==> src/hw/rtl/spindle_encoder_position_rpm_tracker_core_defines.svh <==
// assertion macros shared by the spindle tracker rtl
`ifndef SPINDLE_ENCODER_POSITION_RPM_TRACKER_CORE_DEFINES_SVH
`define SPINDLE_ENCODER_POSITION_RPM_TRACKER_CORE_DEFINES_SVH
`ifndef NO_ASSERTIONS
`define SPDL_ASSERT_IMPL(lbl, ante, cons, msg) \
    lbl: assert property (@(posedge clk) disable iff (!rst_n) (ante) |-> (cons)) \
        else $error(msg);
`define SPDL_ASSERT_NEXT(lbl, ante, cons, msg) \
    lbl: assert property (@(posedge clk) disable iff (!rst_n) (ante) |=> (cons)) \
        else $error(msg);
`define SPDL_ASSERT_NEVER(lbl, expr, msg) \
    lbl: assert property (@(posedge clk) disable iff (!rst_n) !(expr)) \
        else $error(msg);
`else
`define SPDL_ASSERT_IMPL(lbl, ante, cons, msg)
`define SPDL_ASSERT_NEXT(lbl, ante, cons, msg)
`define SPDL_ASSERT_NEVER(lbl, expr, msg)
`endif
`endif

==> src/hw/rtl/spdl_pkg.sv <==
// types and constants of the spindle position and rpm tracker
`default_nettype none

package spdl_pkg;

    localparam int PPR_W     = 16;
    localparam int DELTA_W   = 16;
    localparam int ANGLE_W   = 17;
    localparam int POS_W     = ANGLE_W + 1;
    localparam int ACC_W     = 32;
    localparam int STAMP_W   = 48;
    localparam int RPM_W     = 16;
    localparam int QUOT_W    = RPM_W + 1;
    localparam int MUL_K_W   = 26;
    localparam int NUM_W     = ACC_W + MUL_K_W;
    localparam int STALE_W   = 20;
    localparam int ADDR_W    = 3;
    localparam int DATA_W    = 32;

    localparam logic [MUL_K_W-1:0] US_PER_MINUTE = MUL_K_W'(60000000);
    localparam logic [STALE_W-1:0] STALE_US      = STALE_W'(1000000);
    localparam logic [RPM_W-1:0]   RPM_MAX       = '1;
    localparam logic [PPR_W-1:0]   PPR_RESET     = PPR_W'(2048);

    typedef enum logic [ADDR_W-3:0] {
        REG_PULSES_PER_REV = 1'b0
    } reg_idx_t;

    typedef struct packed {
        logic signed [DELTA_W-1:0] count_delta;
        logic [STAMP_W-1:0]        time_us;
        logic                      consume;
    } item_t;

    typedef struct packed {
        logic signed [ANGLE_W-1:0] angle;
        logic signed [ACC_W-1:0]   taken_delta;
        logic [RPM_W-1:0]          rpm;
    } result_t;

    typedef struct packed {
        logic capture;
        logic div_start;
        logic div_rpm;
        logic apply;
        logic latch;
        logic prep;
        logic mul;
        logic load_out;
    } cmd_t;

    typedef struct packed {
        logic div_done;
    } stat_t;

endpackage

`default_nettype wire

==> src/hw/rtl/spindle_encoder_position_rpm_tracker_core.sv <==
// top level of the spindle encoder position and rpm tracker
//
//   port group   direction   handshake               payload
//   item         in          item_valid/item_ready   spdl_pkg::item_t
//   result       out         result_valid/result_ready spdl_pkg::result_t
//   apb          in/out      psel/penable/pready     pulses_per_rev at 0x0
//
// a request runs through two 17-step passes of the shared serial divider
// (angle remainder, then rpm quotient) plus the sequencer steps around them,
// and the next request is accepted only once the sequencer is back in idle.
// the finished result sits in an output register; a new request is taken
// while it waits, and the block stalls only if the following result is ready
// before the previous one has gone. reset clears all tracking state at once.
`default_nettype none

module spindle_encoder_position_rpm_tracker_core #(
    parameter int TIME_BITS = 48
) (
    input  wire logic                            clk,
    input  wire logic                            rst_n,
    input  wire logic                            item_valid,
    output logic                                 item_ready,
    input  wire spdl_pkg::item_t                 item,
    output logic                                 result_valid,
    input  wire logic                            result_ready,
    output spdl_pkg::result_t                    result,
    input  wire logic                            psel,
    input  wire logic                            penable,
    input  wire logic                            pwrite,
    input  wire logic [spdl_pkg::ADDR_W-1:0]     paddr,
    input  wire logic [spdl_pkg::DATA_W-1:0]     pwdata,
    output logic [spdl_pkg::DATA_W-1:0]          prdata,
    output logic                                 pready
);

    logic [spdl_pkg::PPR_W-1:0] ppr_reg, ppr_next;
    logic                       hit_ppr;
    spdl_pkg::cmd_t             cmd;
    spdl_pkg::stat_t            stat;

    assign pready  = 1'b1;
    assign hit_ppr = paddr[spdl_pkg::ADDR_W-1:2] == spdl_pkg::REG_PULSES_PER_REV;

    always_comb
    begin
        ppr_next = ppr_reg;
        if (psel && penable && pwrite && pready && hit_ppr)
        begin
            ppr_next = pwdata[spdl_pkg::PPR_W-1:0];
        end
    end

    always_ff @(posedge clk or negedge rst_n)
    begin
        if (!rst_n)
        begin
            ppr_reg <= spdl_pkg::PPR_RESET;
        end
        else
        begin
            ppr_reg <= ppr_next;
        end
    end

    assign prdata = hit_ppr ? spdl_pkg::DATA_W'(ppr_reg) : '0;

    spdl_ctrl u_ctrl (
        .clk          (clk),
        .rst_n        (rst_n),
        .item_valid   (item_valid),
        .item_ready   (item_ready),
        .result_valid (result_valid),
        .result_ready (result_ready),
        .cmd          (cmd),
        .stat         (stat)
    );

    spdl_dp #(
        .TIME_BITS (TIME_BITS)
    ) u_dp (
        .clk    (clk),
        .rst_n  (rst_n),
        .cmd    (cmd),
        .stat   (stat),
        .item   (item),
        .ppr    (ppr_reg),
        .result (result)
    );

endmodule

`default_nettype wire

==> src/hw/rtl/spdl_div.sv <==
// shared restoring divider, one quotient bit per cycle
`default_nettype none
`include "spindle_encoder_position_rpm_tracker_core_defines.svh"

module spdl_div #(
    parameter int NUM_W = 58,
    parameter int DEN_W = 64
) (
    input  wire logic                        clk,
    input  wire logic                        rst_n,
    input  wire logic                        start,
    input  wire logic [NUM_W-1:0]            num,
    input  wire logic [DEN_W-1:0]            den,
    output logic                             done,
    output logic [spdl_pkg::QUOT_W-1:0]      quot,
    output logic [DEN_W-1:0]                 rem,
    output logic                             ovf
);

    localparam int QW = spdl_pkg::QUOT_W;
    localparam int W  = (NUM_W > DEN_W + QW) ? NUM_W : DEN_W + QW;
    localparam int CW = $clog2(QW + 1);

    logic [W-1:0]  rem_reg, rem_next;
    logic [W-1:0]  dsh_reg, dsh_next;
    logic [QW-1:0] quot_reg, quot_next;
    logic [CW-1:0] cnt_reg, cnt_next;
    logic          busy_reg, busy_next;
    logic          done_reg, done_next;
    logic          ovf_reg, ovf_next;
    logic [W-1:0]  den_ext;
    logic          ge;

    assign den_ext = W'(den);
    assign ge      = rem_reg >= dsh_reg;

    always_comb
    begin
        rem_next  = rem_reg;
        dsh_next  = dsh_reg;
        quot_next = quot_reg;
        cnt_next  = cnt_reg;
        busy_next = busy_reg;
        done_next = 1'b0;
        ovf_next  = ovf_reg;
        if (start)
        begin
            rem_next  = W'(num);
            dsh_next  = den_ext << (QW - 1);
            quot_next = '0;
            cnt_next  = CW'(QW);
            busy_next = 1'b1;
            ovf_next  = W'(num) >= (den_ext << QW);
        end
        else if (busy_reg)
        begin
            if (ge)
            begin
                rem_next = rem_reg - dsh_reg;
            end
            quot_next = {quot_reg[QW-2:0], ge};
            dsh_next  = dsh_reg >> 1;
            cnt_next  = cnt_reg - CW'(1);
            if (cnt_reg == CW'(1))
            begin
                busy_next = 1'b0;
                done_next = 1'b1;
            end
        end
    end

    always_ff @(posedge clk or negedge rst_n)
    begin
        if (!rst_n)
        begin
            cnt_reg  <= '0;
            busy_reg <= 1'b0;
            done_reg <= 1'b0;
        end
        else
        begin
            cnt_reg  <= cnt_next;
            busy_reg <= busy_next;
            done_reg <= done_next;
        end
    end

    always_ff @(posedge clk)
    begin
        rem_reg  <= rem_next;
        dsh_reg  <= dsh_next;
        quot_reg <= quot_next;
        ovf_reg  <= ovf_next;
    end

    assign done = done_reg;
    assign quot = quot_reg;
    assign rem  = rem_reg[DEN_W-1:0];
    assign ovf  = ovf_reg;

    `SPDL_ASSERT_NEVER(a_start_while_busy, start && busy_reg, "divider started while busy")

endmodule

`default_nettype wire

==> src/hw/rtl/spdl_dp.sv <==
// datapath: angle, pending delta, revolution state and rpm estimate
`default_nettype none

module spdl_dp #(
    parameter int TIME_BITS = 48
) (
    input  wire logic                          clk,
    input  wire logic                          rst_n,
    input  wire spdl_pkg::cmd_t                cmd,
    output spdl_pkg::stat_t                    stat,
    input  wire spdl_pkg::item_t               item,
    input  wire logic [spdl_pkg::PPR_W-1:0]    ppr,
    output spdl_pkg::result_t                  result
);

    localparam int AW    = spdl_pkg::ANGLE_W;
    localparam int PW    = spdl_pkg::POS_W;
    localparam int DW    = spdl_pkg::DELTA_W;
    localparam int CW    = spdl_pkg::ACC_W;
    localparam int DEN_W = spdl_pkg::PPR_W + TIME_BITS;
    localparam int NUM_W = spdl_pkg::NUM_W;
    localparam int GAP_W = CW + 2;

    // architectural state
    logic signed [AW-1:0]  cur_angle_reg, cur_angle_next;
    logic signed [CW-1:0]  pending_reg, pending_next;
    logic [CW-1:0]         rev_ref_pos_reg, rev_ref_pos_next;
    logic [CW-1:0]         rev_size_reg, rev_size_next;
    logic [TIME_BITS-1:0]  rev_duration_reg, rev_duration_next;
    logic [TIME_BITS-1:0]  rev_stamp_reg, rev_stamp_next;

    // per-request working registers
    logic signed [DW-1:0]  delta_reg;
    logic [TIME_BITS-1:0]  now_reg;
    logic                  take_reg;
    logic signed [PW-1:0]  pos_reg;
    logic signed [CW-1:0]  taken_reg;
    logic [CW-1:0]         mag_reg;
    logic [DEN_W-1:0]      den_reg;
    logic [NUM_W-1:0]      num_reg;
    logic                  zero_reg;
    spdl_pkg::result_t     result_reg;

    logic [spdl_pkg::PPR_W-1:0]  ppr_eff;
    logic signed [PW-1:0]        pos_next;
    logic [PW-1:0]               pos_neg;
    logic [AW-1:0]               pos_mag;
    logic [AW-1:0]               rem17;
    logic [AW-1:0]               newpos;
    logic [PW-1:0]               wrap;
    logic signed [CW:0]          sum;
    logic signed [CW-1:0]        sum_sat;
    logic signed [GAP_W-1:0]     ref_gap;
    logic signed [GAP_W-1:0]     ppr_s;
    logic                        far;
    logic [CW-1:0]               size_neg;
    logic [TIME_BITS-1:0]        elapsed;

    logic                        div_done;
    logic [NUM_W-1:0]            div_num;
    logic [DEN_W-1:0]            div_den;
    logic [spdl_pkg::QUOT_W-1:0] div_quot;
    logic [DEN_W-1:0]            div_rem;
    logic                        div_ovf;

    // a zero register value counts as one pulse per revolution
    assign ppr_eff = (ppr == '0) ? spdl_pkg::PPR_W'(1) : ppr;

    assign pos_next = {cur_angle_reg[AW-1], cur_angle_reg}
                    + {{(PW-DW){item.count_delta[DW-1]}}, item.count_delta};
    assign pos_neg  = -pos_reg;
    assign pos_mag  = pos_reg[PW-1] ? pos_neg[AW-1:0] : pos_reg[AW-1:0];

    // truncating remainder takes the sign of the dividend
    assign rem17  = div_rem[AW-1:0];
    assign newpos = pos_reg[PW-1] ? -rem17 : rem17;
    assign wrap   = pos_reg - {newpos[AW-1], newpos};

    assign sum = {pending_reg[CW-1], pending_reg}
               + {{(CW+1-DW){delta_reg[DW-1]}}, delta_reg};
    always_comb
    begin
        priority if (sum[CW] && !sum[CW-1])
        begin
            sum_sat = {1'b1, {(CW-1){1'b0}}};
        end
        else if (!sum[CW] && sum[CW-1])
        begin
            sum_sat = {1'b0, {(CW-1){1'b1}}};
        end
        else
        begin
            sum_sat = sum[CW-1:0];
        end
    end

    assign ref_gap = {{(GAP_W-AW){cur_angle_reg[AW-1]}}, cur_angle_reg}
                   - {{(GAP_W-CW){rev_ref_pos_reg[CW-1]}}, rev_ref_pos_reg};
    assign ppr_s   = {{(GAP_W-spdl_pkg::PPR_W){1'b0}}, ppr_eff};
    assign far     = (ref_gap > ppr_s) || (ref_gap < -ppr_s);

    assign size_neg = -rev_size_reg;
    assign elapsed  = now_reg - rev_stamp_reg;

    assign div_num = cmd.div_rpm ? num_reg : NUM_W'(pos_mag);
    assign div_den = cmd.div_rpm ? den_reg : DEN_W'(ppr_eff);

    spdl_div #(
        .NUM_W (NUM_W),
        .DEN_W (DEN_W)
    ) u_div (
        .clk   (clk),
        .rst_n (rst_n),
        .start (cmd.div_start),
        .num   (div_num),
        .den   (div_den),
        .done  (div_done),
        .quot  (div_quot),
        .rem   (div_rem),
        .ovf   (div_ovf)
    );

    assign stat.div_done = div_done;

    always_comb
    begin
        cur_angle_next    = cur_angle_reg;
        pending_next      = pending_reg;
        rev_ref_pos_next  = rev_ref_pos_reg;
        rev_size_next     = rev_size_reg;
        rev_duration_next = rev_duration_reg;
        rev_stamp_next    = rev_stamp_reg;
        if (cmd.apply)
        begin
            cur_angle_next   = newpos;
            rev_ref_pos_next = rev_ref_pos_reg - {{(CW-PW){wrap[PW-1]}}, wrap};
            pending_next     = take_reg ? '0 : sum_sat;
        end
        if (cmd.latch && (delta_reg != '0) && far)
        begin
            rev_size_next     = ref_gap[CW-1:0];
            rev_ref_pos_next  = {{(CW-AW){cur_angle_reg[AW-1]}}, cur_angle_reg};
            rev_duration_next = elapsed;
            rev_stamp_next    = now_reg;
        end
    end

    always_ff @(posedge clk or negedge rst_n)
    begin
        if (!rst_n)
        begin
            cur_angle_reg    <= '0;
            pending_reg      <= '0;
            rev_ref_pos_reg  <= '0;
            rev_size_reg     <= '0;
            rev_duration_reg <= '0;
            rev_stamp_reg    <= '0;
        end
        else
        begin
            cur_angle_reg    <= cur_angle_next;
            pending_reg      <= pending_next;
            rev_ref_pos_reg  <= rev_ref_pos_next;
            rev_size_reg     <= rev_size_next;
            rev_duration_reg <= rev_duration_next;
            rev_stamp_reg    <= rev_stamp_next;
        end
    end

    always_ff @(posedge clk)
    begin
        if (cmd.capture)
        begin
            delta_reg <= item.count_delta;
            now_reg   <= TIME_BITS'(item.time_us);
            take_reg  <= item.consume;
            pos_reg   <= pos_next;
        end
        if (cmd.apply)
        begin
            taken_reg <= take_reg ? sum_sat : '0;
        end
        if (cmd.prep)
        begin
            mag_reg  <= rev_size_reg[CW-1] ? size_neg : rev_size_reg;
            den_reg  <= DEN_W'(ppr_eff) * DEN_W'(rev_duration_reg);
            zero_reg <= (rev_duration_reg == '0)
                     || (elapsed > TIME_BITS'(spdl_pkg::STALE_US));
        end
        if (cmd.mul)
        begin
            num_reg <= NUM_W'(mag_reg) * NUM_W'(spdl_pkg::US_PER_MINUTE);
        end
        if (cmd.load_out)
        begin
            result_reg.angle       <= cur_angle_reg;
            result_reg.taken_delta <= taken_reg;
            if (zero_reg)
            begin
                result_reg.rpm <= '0;
            end
            else if (div_ovf || div_quot[spdl_pkg::QUOT_W-1])
            begin
                result_reg.rpm <= spdl_pkg::RPM_MAX;
            end
            else
            begin
                result_reg.rpm <= div_quot[spdl_pkg::RPM_W-1:0];
            end
        end
    end

    assign result = result_reg;

endmodule

`default_nettype wire

==> src/hw/rtl/spdl_ctrl.sv <==
// sequencer for one request and the result handshake
`default_nettype none
`include "spindle_encoder_position_rpm_tracker_core_defines.svh"

module spdl_ctrl (
    input  wire logic             clk,
    input  wire logic             rst_n,
    input  wire logic             item_valid,
    output logic                  item_ready,
    output logic                  result_valid,
    input  wire logic             result_ready,
    output spdl_pkg::cmd_t        cmd,
    input  wire spdl_pkg::stat_t  stat
);

    typedef enum logic [8:0] {
        ST_IDLE      = 9'b000000001,
        ST_REM_START = 9'b000000010,
        ST_REM_WAIT  = 9'b000000100,
        ST_LATCH     = 9'b000001000,
        ST_PREP      = 9'b000010000,
        ST_MUL       = 9'b000100000,
        ST_RPM_START = 9'b001000000,
        ST_RPM_WAIT  = 9'b010000000,
        ST_DONE      = 9'b100000000
    } state_t;

    state_t state_reg, state_next;
    logic   out_valid_reg, out_valid_next;

    always_comb
    begin
        state_next = state_reg;
        cmd        = '0;
        item_ready = 1'b0;
        unique case (state_reg)
            ST_IDLE:
            begin
                item_ready = 1'b1;
                if (item_valid)
                begin
                    cmd.capture = 1'b1;
                    state_next  = ST_REM_START;
                end
            end
            ST_REM_START:
            begin
                cmd.div_start = 1'b1;
                state_next    = ST_REM_WAIT;
            end
            ST_REM_WAIT:
            begin
                if (stat.div_done)
                begin
                    cmd.apply  = 1'b1;
                    state_next = ST_LATCH;
                end
            end
            ST_LATCH:
            begin
                cmd.latch  = 1'b1;
                state_next = ST_PREP;
            end
            ST_PREP:
            begin
                cmd.prep   = 1'b1;
                state_next = ST_MUL;
            end
            ST_MUL:
            begin
                cmd.mul    = 1'b1;
                state_next = ST_RPM_START;
            end
            ST_RPM_START:
            begin
                cmd.div_start = 1'b1;
                cmd.div_rpm   = 1'b1;
                state_next    = ST_RPM_WAIT;
            end
            ST_RPM_WAIT:
            begin
                cmd.div_rpm = 1'b1;
                if (stat.div_done)
                begin
                    state_next = ST_DONE;
                end
            end
            ST_DONE:
            begin
                // wait for the output register to free up
                if (!out_valid_reg || result_ready)
                begin
                    cmd.load_out = 1'b1;
                    state_next   = ST_IDLE;
                end
            end
            default:
            begin
                state_next = ST_IDLE;
            end
        endcase
    end

    always_comb
    begin
        out_valid_next = out_valid_reg;
        if (cmd.load_out)
        begin
            out_valid_next = 1'b1;
        end
        else if (result_ready)
        begin
            out_valid_next = 1'b0;
        end
    end

    always_ff @(posedge clk or negedge rst_n)
    begin
        if (!rst_n)
        begin
            state_reg     <= ST_IDLE;
            out_valid_reg <= 1'b0;
        end
        else
        begin
            state_reg     <= state_next;
            out_valid_reg <= out_valid_next;
        end
    end

    assign result_valid = out_valid_reg;

    `SPDL_ASSERT_NEXT(a_load_sets_valid, cmd.load_out, out_valid_reg, "result not shown after load")
    `SPDL_ASSERT_NEVER(a_done_outside_wait, stat.div_done && !(state_reg == ST_REM_WAIT || state_reg == ST_RPM_WAIT), "divider finished outside a wait state")
    `SPDL_ASSERT_NEXT(a_hold_when_blocked, state_reg == ST_DONE && out_valid_reg && !result_ready, state_reg == ST_DONE, "result overwritten while stalled")

endmodule

`default_nettype wire
==> config.mk <==
export PLATFORM = sky130hd
export DESIGN_NAME = spindle_encoder_position_rpm_tracker_core
export DESIGN_NICKNAME = d
export VERILOG_FILES = /design/src/hw/rtl/spdl_pkg.sv /design/src/hw/rtl/spindle_encoder_position_rpm_tracker_core.sv /design/src/hw/rtl/spdl_div.sv /design/src/hw/rtl/spdl_dp.sv /design/src/hw/rtl/spdl_ctrl.sv
export VERILOG_INCLUDE_DIRS = /design/src /design/src/hw/rtl
export SDC_FILE = /design/constraint.sdc
export NUM_CORES = 2
export LEC_CHECK = 0
export BUFFER_PORTS_ARGS = -buffer_cell sky130_fd_sc_hd__buf_2
export CAP_MARGIN = 15
export CORE_MARGIN = 8
export CORE_UTILIZATION = 50
export CTS_CLUSTER_SIZE = 30
export DETAILED_ROUTE_END_ITERATION = 12
export PLACE_DENSITY = 0.63
export REMOVE_ABC_BUFFERS = 1
export SETUP_SLACK_MARGIN = 0.1
export SYNTH_ARGS = -nofsm -noshare
export SYNTH_HDL_FRONTEND = slang
export SYNTH_HIERARCHICAL = 1
export SYNTH_SLANG_ARGS = --single-unit
==> constraint.sdc <==
create_clock -name clk -period 35.1 [get_ports clk]
set_input_delay 0 -clock clk [delete_from_list [all_inputs] [get_ports clk]]
set_output_delay 0 -clock clk [all_outputs]
set_load 0.01 [all_outputs]
==> impl_metrics.env <==
export IMPL_critPathArrivalTime_ns=9.99
export IMPL_die_w_um=413.7
export IMPL_syn_inst=8342
export IMPL_gp_congestion=0.9492
export IMPL_drcViolationCount=0
export IMPL_status="complete, no violations"
export IMPL_numPortBuffers=171
export IMPL_rsz0062_at_grt="false"
export IMPL_cp_depth=27
export IMPL_period_minus_slack_ns=9.581
export IMPL_cp_top_family="compound AO/OA/AOI/OAI gates"
export IMPL_track_usage=0.2424
export IMPL_hpwlAfterDp_mm=160.2
export IMPL_grt_max_degree=163
export IMPL_max_slew_worst_pin_slew_ns=1.085
export IMPL_holdPathEnd="ppr_reg[0]"
export IMPL_core_area_mm2=0.1576
export IMPL_h_tree_depth=3
export IMPL_r2r_start="ppr_reg[6]"
export IMPL_cts_tree="yes"
export IMPL_final_cell_mix="inv_1 (1220), nand2_1 (1025), fa_1 (843), ha_1 (717), edfxtp_1 (450)"
export IMPL_syn_avg_cell_area_um2=9.479
export IMPL_cts_resized=0
export IMPL_post_cts_buffers=0
export IMPL_initial_core_util=0.5016
export IMPL_slowest_stage="dfrtp_2"
export IMPL_max_freq_mhz=104.4
export IMPL_rows=146
export IMPL_grt_pass1_vias=61220
export IMPL_cts_inserted_buffers=87
export IMPL_clock_latency_ns=0.75
export IMPL_antenna_found_initial=5
export IMPL_final_common_cell="inv_1"
export IMPL_critPathKind="reg -> reg"
export IMPL_slew_headroom=0.2746
export IMPL_path_max_fanout=32
export IMPL_drt_wirelength_per_cell_um=19.55
export IMPL_vdd_drop_max_uv=67.93
export IMPL_synth_area_mm2=0.07907
export IMPL_grt_first_pass_wirelength_mm=332.4
export IMPL_fin_setup_tns_ns=0
export IMPL_gr_total_overflow=0
export IMPL_postLayoutCellArea_mm2=0.08605
export IMPL_crit_buf_inv=5
export IMPL_dieHeight_um=413.7
export IMPL_fillCellCount=14120
export IMPL_static_leakage_power_nw=39.83
export IMPL_area_delta_synth_final_pct=8.828
export IMPL_ctsRootBufferMaster="clkbuf_16"
export IMPL_clk_pin_slew_worst_paths_ns=0.06
export IMPL_dr_pass1_iters=6
export IMPL_postLayoutCoreUtil=0.5459
export IMPL_finalNetCount=10120
export IMPL_slowest_delay_ns=0.60
export IMPL_whs_path_depth=3
export IMPL_yosysWarnings=6
export IMPL_drive_gt1_frac=0.06756
export IMPL_largest_reg_flops=81
export IMPL_drt_total_wl_mm=207.2
export IMPL_ant_nets=0
export IMPL_powerDensity_mw_per_mm2=64.46
export IMPL_reg2regPathDepth=27
export IMPL_maxCapViolCount=0
export IMPL_clock_path_buffers=3
export IMPL_hold_viol_final=0
export IMPL_drv_slew=0
export IMPL_min_path_type="in -> reg"
export IMPL_vias=59250
export IMPL_fin_total_pwr_mw=5.547
export IMPL_r2r_slack_ns=25.52
export IMPL_fin_crit_sh=0.2730
export IMPL_required_ns=35.51
export IMPL_place_area_mm2=0.08145
export IMPL_cp_common_cell="inv_1"
export IMPL_io_pins=207
export IMPL_routed_via_density=5.590
export IMPL_regToRegEndpoint="u_dp/den_reg[58]"
export IMPL_finClkSkew_ns=0.07519
export IMPL_end_kind="flip-flop"
export IMPL_report_final_setup_viol=0
export IMPL_hold_start="pwrite"
export IMPL_die_area_mm2=0.1711
export IMPL_cp_start_kind="flip-flop"
export IMPL_clock_sinks=748
export IMPL_drtIter0Drc=3850
## layer usage
layer  share of wire  global-route usage  up-vias
li1                -                   -    27830
met1            0.43              0.3163    29410
met2            0.49              0.4174     1630
met3           0.052             0.03400      377
met4           0.035             0.07691        0
met5               0                   0        -
## through the flow
| step | std cells | worst slack, ns | hold slack [ns] |
|---|---|---|---|
| global route | 10600 | 25.05 | 0.03507 |
| finish | 10600 | 25.52 | 0.04649 |
| detailed placement | 10280 | 25.62 | -0.01861 |
| floorplan | 7973 | 21.54 | -0.2956 |
| CTS | 10600 | 25.58 | 0.01078 |
| global placement | 10280 | 25.68 | -0.01874 |
## worst min-delay path, cell delays in order
cell and delay (ns):
buf_2 0.11, nand4b_4 0.35, mux2_4 0.24
## repair_timing
item | CTS | global route
hold buffers | 152 | 0
endpoints found under the hold margin | 250 | 0
setup endpoints to repair | 0 | 0
## how the worst max path moves through the flow
stage / slack [ns] / from / end
floorplan: 21.54 / u_ctrl/state_reg[5] / u_dp/u_div/rem_reg[0]
global placement: 25.68 / ppr_reg[6] / u_dp/den_reg[58]
detailed placement: 25.62 / ppr_reg[6] / u_dp/den_reg[58]
CTS: 25.58 / ppr_reg[6] / u_dp/den_reg[58]
global route: 25.05 / ppr_reg[6] / u_dp/den_reg[58]
finish: 25.52 / ppr_reg[6] / u_dp/den_reg[58]
## power by group
part	switching [mW]	internal, mW	total, mW
registers	0.157	1.21	1.37
logic	1.99	1.23	3.23
clock network	0.406	0.547	0.953
total	2.56	2.99	5.55
## cell type report
type | instances | area, µm² | share of cell area
Timing Repair Buffer | 390 | 2953 | 0.03431
Tap cell | 2072 | 2592 | 0.03013
Clock buffer | 109 | 2370 | 0.02754
Multi-Input combinational cell | 6002 | 52170 | 0.6062
Antenna cell | 1 | 2.502 | 0.00002908
Inverter | 1223 | 4591 | 0.05335
Sequential cell | 748 | 20710 | 0.2407
Clock inverter | 54 | 665.6 | 0.007735
No activity file was read; power rests on OpenSTA's default activity.
